[src/rtl/gradient_noise_3d_eval_assert.svh]
// Assertion macros shared by the noise evaluator.
`ifndef GRADIENT_NOISE_3D_EVAL_ASSERT_SVH
`define GRADIENT_NOISE_3D_EVAL_ASSERT_SVH

// A condition that must hold whenever the block is out of reset.
`define GN_ASSERT_ALWAYS(label, clk, rst_n, cond, msg) \
    label: assert property (@(posedge clk) disable iff (!rst_n) (cond)) else $error(msg);

// An implication whose consequent is checked in the next cycle.
`define GN_ASSERT_NEXT(label, clk, rst_n, ante, cons, msg) \
    label: assert property (@(posedge clk) disable iff (!rst_n) (ante) |=> (cons)) \
        else $error(msg);

`endif

[src/rtl/gn3d_pkg.sv]
package gn3d_pkg;

    localparam int unsigned FracBits = 16;
    localparam int unsigned OutW     = 18;
    localparam int unsigned FadeW    = FracBits + 1;
    localparam int unsigned DW       = FracBits + 2;

    typedef enum logic [1:0] {
        CFG_SCALE = 2'd0,
        CFG_MODE  = 2'd1
    } t_cfg_idx;

    typedef enum logic [1:0] {
        MODE_RAW    = 2'd0,
        MODE_LINEAR = 2'd1,
        MODE_ABS    = 2'd2,
        MODE_SPARE  = 2'd3
    } t_mode;

    typedef logic signed [OutW-1:0] t_noise;

    localparam logic [3:0] PERM [16] = '{
        4'd12, 4'd7, 4'd15, 4'd6, 4'd11, 4'd0, 4'd4, 4'd9,
        4'd13, 4'd3, 4'd14, 4'd8, 4'd2, 4'd5, 4'd1, 4'd10
    };

    // Gradient components as 2-bit signed codes {x, y, z}.
    localparam logic [5:0] GRAD [16] = '{
        {2'sd1, 2'sd1, 2'sd0}, {-2'sd1, 2'sd1, 2'sd0},
        {2'sd1, -2'sd1, 2'sd0}, {-2'sd1, -2'sd1, 2'sd0},
        {2'sd1, 2'sd0, 2'sd1}, {-2'sd1, 2'sd0, 2'sd1},
        {2'sd1, 2'sd0, -2'sd1}, {-2'sd1, 2'sd0, -2'sd1},
        {2'sd0, 2'sd1, 2'sd1}, {2'sd0, -2'sd1, 2'sd1},
        {2'sd0, 2'sd1, -2'sd1}, {2'sd0, -2'sd1, -2'sd1},
        {2'sd1, 2'sd1, 2'sd0}, {-2'sd1, 2'sd1, 2'sd0},
        {2'sd0, -2'sd1, 2'sd1}, {2'sd0, -2'sd1, -2'sd1}
    };

    function automatic logic [3:0] hash3(input logic [3:0] cx, input logic [3:0] cy,
                                         input logic [3:0] cz);
        logic [3:0] a;
        logic [3:0] b;
        a = cy + PERM[cz];
        b = cx + PERM[a];
        return PERM[b];
    endfunction

    // Signed term g*d for a gradient code in {-1,0,1}.
    function automatic logic signed [DW+1:0] gmul(input logic [1:0] g,
                                                  input logic signed [DW-1:0] d);
        logic signed [DW+1:0] e;
        e = {{2{d[DW-1]}}, d};
        unique case (g)
            2'b01:   return e;
            2'b11:   return -e;
            default: return '0;
        endcase
    endfunction

endpackage

[src/rtl/gn3d_fade.sv]
// Quintic fade weight of one offset, four register stages, advancing on i_en.
module gn3d_fade (
    input  logic                              i_clk,
    input  logic                              i_en,
    input  logic signed [gn3d_pkg::DW-1:0]    i_d,
    output logic [gn3d_pkg::FadeW-1:0]        o_w
);
    localparam int unsigned F = gn3d_pkg::FracBits;
    localparam int unsigned TW = gn3d_pkg::FadeW;

    logic [TW-1:0]       r_t1;
    logic [TW-1:0]       r_t2a, r_t2sq;
    logic [TW-1:0]       r_t3;
    logic signed [F+6:0] r_q;
    logic [TW-1:0]       r_w;

    logic [TW-1:0]          n_abs;
    logic [2*TW-1:0]        n_sq;
    logic [2*TW-1:0]        n_cube;
    logic signed [F+6:0]    n_q;
    logic signed [TW+F+7:0] n_prod;
    logic signed [TW+F+7:0] n_w;

    always_comb begin
        n_abs  = i_d[gn3d_pkg::DW-1] ? TW'(-i_d) : TW'(i_d);
        n_sq   = r_t1 * r_t1;
        n_cube = r_t2sq * r_t2a;
        n_q    = (F+7)'(signed'(10 << F)) - (F+7)'(15 * r_t2a)
                 + (F+7)'(6 * r_t2sq);
        n_prod = signed'({1'b0, r_t3}) * r_q;
        n_w    = (TW+F+8)'(signed'(1 << F)) - (n_prod >>> F);
    end

    always_ff @(posedge i_clk) begin
        if (i_en) begin
            r_t1   <= n_abs;
            r_t2a  <= r_t1;
            r_t2sq <= TW'(n_sq >> F);
            r_t3   <= TW'(n_cube >> F);
            r_q    <= n_q;
            if (n_w < 0)
                r_w <= '0;
            else if (n_w > (TW+F+8)'(1 << F))
                r_w <= TW'(1 << F);
            else
                r_w <= TW'(n_w);
        end
    end

    assign o_w = r_w;
endmodule

[config.mk]
export PLATFORM = sky130hd
export DESIGN_NAME = gn3d_fade
export DESIGN_NICKNAME = d
export VERILOG_FILES = /design/src/rtl/gradient_noise_3d_eval_assert.svh /design/src/rtl/gn3d_pkg.sv /design/src/rtl/gn3d_fade.sv
export SDC_FILE = /design/constraint.sdc
export NUM_CORES = 2
export LEC_CHECK = 0
export ABC_AREA = 0
export BUFFER_PORTS_ARGS = -buffer_cell sky130_fd_sc_hd__buf_4
export CAP_MARGIN = 15
export CORE_MARGIN = 10
export CORE_UTILIZATION = 35
export CTS_CLUSTER_DIAMETER = 80
export DETAILED_ROUTE_END_ITERATION = 7
export PLACE_DENSITY = 0.59
export SETUP_SLACK_MARGIN = 0.1
export SKIP_LAST_GASP = 1
export SYNTH_ARGS = -nofsm -noshare
export SYNTH_HDL_FRONTEND = slang
export SYNTH_SLANG_ARGS = --single-unit
[constraint.sdc]
create_clock -name i_clk -period 6.95 [get_ports i_clk]
set_input_delay 1.7375 -clock i_clk [delete_from_list [all_inputs] [get_ports i_clk]]
set_output_delay 1.7375 -clock i_clk [all_outputs]
set_load 0.01 [all_outputs]
==> metrics <==
hold buffer count at cts 0; CTS buffer count 9; Via density 4.63; cell mode on critical path fa_1; fin crit period between 7000 and 8000 ps; TritonCTS clock tree built; final setup vio count 17; Worst setup SP type register; clk buf depth 2; gr usage total 0.148; initial antenna violation count 0; Die Y-Extent 351 um; Worst Tran Pin Value 849 ps; post-synthesis instance total ~4100; relative slew slack 0.434; post-route setup slack -636 ps; Seq/Total Area, Yosys 0.0846; Root Driver clkbuf_16; Tcrit/Tclk final 1.09; CP required about 7100 ps; final WL slightly below 90 mm; CORE AREA around 0.11 mm^2; crit end category register; Mean Syn Cell Area around 9.3 um^2; placed cell areas 0.0428 mm^2; FMAX between 100 and 150 MHz; port buffer count 36; failing checks negative setup slack; Bufs and invs on worst path 10; max-slew violation count 0; Distinct cells, synth 84; crit-path max cell delay between 500 and 600 ps; status finished with violations; first-pass GRT wire length 150 mm; vias in the first global route just under 30000; DR iter-0 viols approximately 1200; CP Data Arrival Time about 7700 ps; ys flop type edfxtp_1; CP max-delay cell fa_1; worst hold path class reg -> reg; CP delay by family, top adder cells; largest net degree at the start of global routing 58; drc violations 0; CTS clk-pin slew, worst paths approximately 100 ps; DR vias approximately 27000; Synth Cell Area around 0.038 mm^2; Syn Nets 5369; fin nets about 5700; Async SR Flop Fraction 0; clock tree sinks ~110; CP Max Fanout 8; diodes inserted 0; EDFF count, synth ~110; Clock H-tree levels 3; GRT overflow 0; post-route clock skew 24.8 ps; final antenna-violating net count 0; Starting Density 0.352; Finished Layout Cells slightly below 6000; Hold Vio Cnt, Final 0; later-pin clock latency in the skew report around 400 ps; io pins 37; WL/cell 15.0 um; Setup CP Type reg -> reg; gpl congestion about 0.84; drt pass-1 iters 7; RSZ-0062 raised after global routing true; Die Area 0.123 mm^2; FF+latch count, synth about 110; Cells after DPL between 5000 and 6000; post-layout util 0.409; row cnt ~120; Layout Cell Area excl Fill around 0.045 mm^2; Max Cap Violations 0; die width 351 um; synthesis-to-layout area growth 16.1%; layout cells sized above 1 0.145; Syn. warnings 0; Post-DP HPWL 75.6 mm
path summary, 6_finish.rpt:
path	startpoint	end	slack, ps	cells after the start
setup / recovery	r_t3[7]$_DFFE_PP_	o_w[7]$_SDFFCE_PP0P_	-640	31
hold / removal	r_t1[6]$_DFFE_PP_	r_t2a[6]$_DFFE_PP_	730	1
setup reg to reg	r_t3[7]$_DFFE_PP_	o_w[7]$_SDFFCE_PP0P_	-640	31
hold reg to reg	r_t1[6]$_DFFE_PP_	r_t2a[6]$_DFFE_PP_	730	1
flip-flops by register name, summed over array words and instances, names as in the netlist:
name / flops
r_q: 23
o_w: 17
r_t2a: 17
r_t3: 17
r_t1: 17
r_t2sq: 17
timing repair:
action                                  in CTS  in global routing
pin swaps                                   36                 65
gates cloned                                 1                  1
hold endpoints to repair                     0                  0
endpoints found under the setup margin      21                 25
resized for setup                           65                 93
setup buffers                               33                 42
worst register-to-register path, delay by kind of cell (launching register included):
kind | cells | cell delay [ps]
AND/OR/NAND/NOR | 8 | 1110
buffers and inverters | 10 | 1190
XOR/XNOR | 1 | 220
AO/OA/AOI/OAI | 4 | 920
flip-flops | 1 | 450
adder cells (fa/ha/maj) | 7 | 3240
multiplexers | 1 | 190
synth_stat cells (4+ instances only):
cell type | n | area share
a211o_1 | 8 | 0.0018
a211oi_1 | 5 | 0.00098
a21boi_0 | 6 | 0.0012
a21o_1 | 29 | 0.0057
a21oi_1 | 104 | 0.014
a31oi_1 | 7 | 0.0011
a41oi_1 | 4 | 0.00091
and2_1 | 345 | 0.056
and3_1 | 17 | 0.0028
buf_2 | 4 | 0.00052
buf_6 | 4 | 0.0012
clkbuf_1 | 133 | 0.013
edfxtp_1 | 108 | 0.085
fa_1 | 827 | 0.43
ha_1 | 387 | 0.13
inv_1 | 1060 | 0.10
nand2_1 | 529 | 0.052
nand2b_1 | 19 | 0.0031
nand3_1 | 21 | 0.0027
nand4_1 | 12 | 0.0020
nor2_1 | 93 | 0.0091
nor2b_1 | 18 | 0.0029
nor3_1 | 35 | 0.0046
nor3_2 | 8 | 0.0021
nor3b_1 | 4 | 0.00078
nor4_1 | 6 | 0.00098
o211ai_1 | 6 | 0.0012
o21a_1 | 13 | 0.0025
o21ai_0 | 50 | 0.0065
o21ai_1 | 4 | 0.00052
o21bai_1 | 16 | 0.0031
o31ai_1 | 7 | 0.0014
o41ai_1 | 4 | 0.00091
or2_2 | 8 | 0.0013
or3_1 | 6 | 0.00098
or4_1 | 7 | 0.0014
xnor2_1 | 110 | 0.025
xor2_1 | 45 | 0.010
logic make-up after synthesis:
group | share of synthesized area
flip-flops | 0.0846
AO/OA/AOI/OAI | 0.0530
buffers and inverters | 0.118
multiplexers | 0.00166
XOR/XNOR | 0.0367
AND/OR/NAND/NOR | 0.148
adder cells (fa/ha/maj) | 0.558
cell usage in the layout (no fill, tap or decap), types with 10 or more instances in the layout:
master,Yosys,routed
ha_4,0,16
a21oi_1,104,85
fa_2,0,13
fa_1,827,814
ha_1,387,370
nand3_1,21,21
nand2b_1,19,18
nand2_1,529,522
o21bai_1,16,16
buf_6,4,30
a21o_1,29,29
nor2_1,93,89
buf_12,0,20
xor2_1,45,44
nor2b_1,18,17
nand4_1,12,12
xnor2_1,110,108
and3_1,17,16
and2_1,345,338
edfxtp_1,108,108
nor3_2,8,11
inv_1,1060,1043
inv_2,0,17
clkbuf_16,0,10
o21a_1,13,12
a21oi_2,1,16
nor3_1,35,31
buf_4,0,422
o21ai_0,50,45
metal layers:
metal  vias to the layer above  wire length [um]  part of all wire  GRT usage
met5                         -                 0                 0          0
met4                         0              1010             0.011     0.0222
met3                        69              3400             0.039     0.0153
met2                       443             42800              0.48      0.255
met1                     13800             41000              0.47      0.203
li1                      13000                 -                 -          -
stage by stage:
step | setup WS (ps) | hold slack [ps] | TNS, ps
global placement | -816 | 687 | -13060
detailed placement | -828 | 698 | -13460
global route | -936 | 765 | -15080
floorplan | -330 | 452 | -4620
CTS | -635 | 724 | -10260
finish | -636 | 727 | -10120
layout make-up:
cell class,instances,area (um^2)
fillers,10600,64300
inverters,1060,3980
repair buffers,475,3970
well taps,1414,1770
clock inverters,7,88.8
clock buffers,9,225
flip-flops and latches,108,3240
multi-input cells,2826,31200
Power is not shown: default switching activity piles up to over one toggle a cycle in this logic, so the estimate is an artifact.
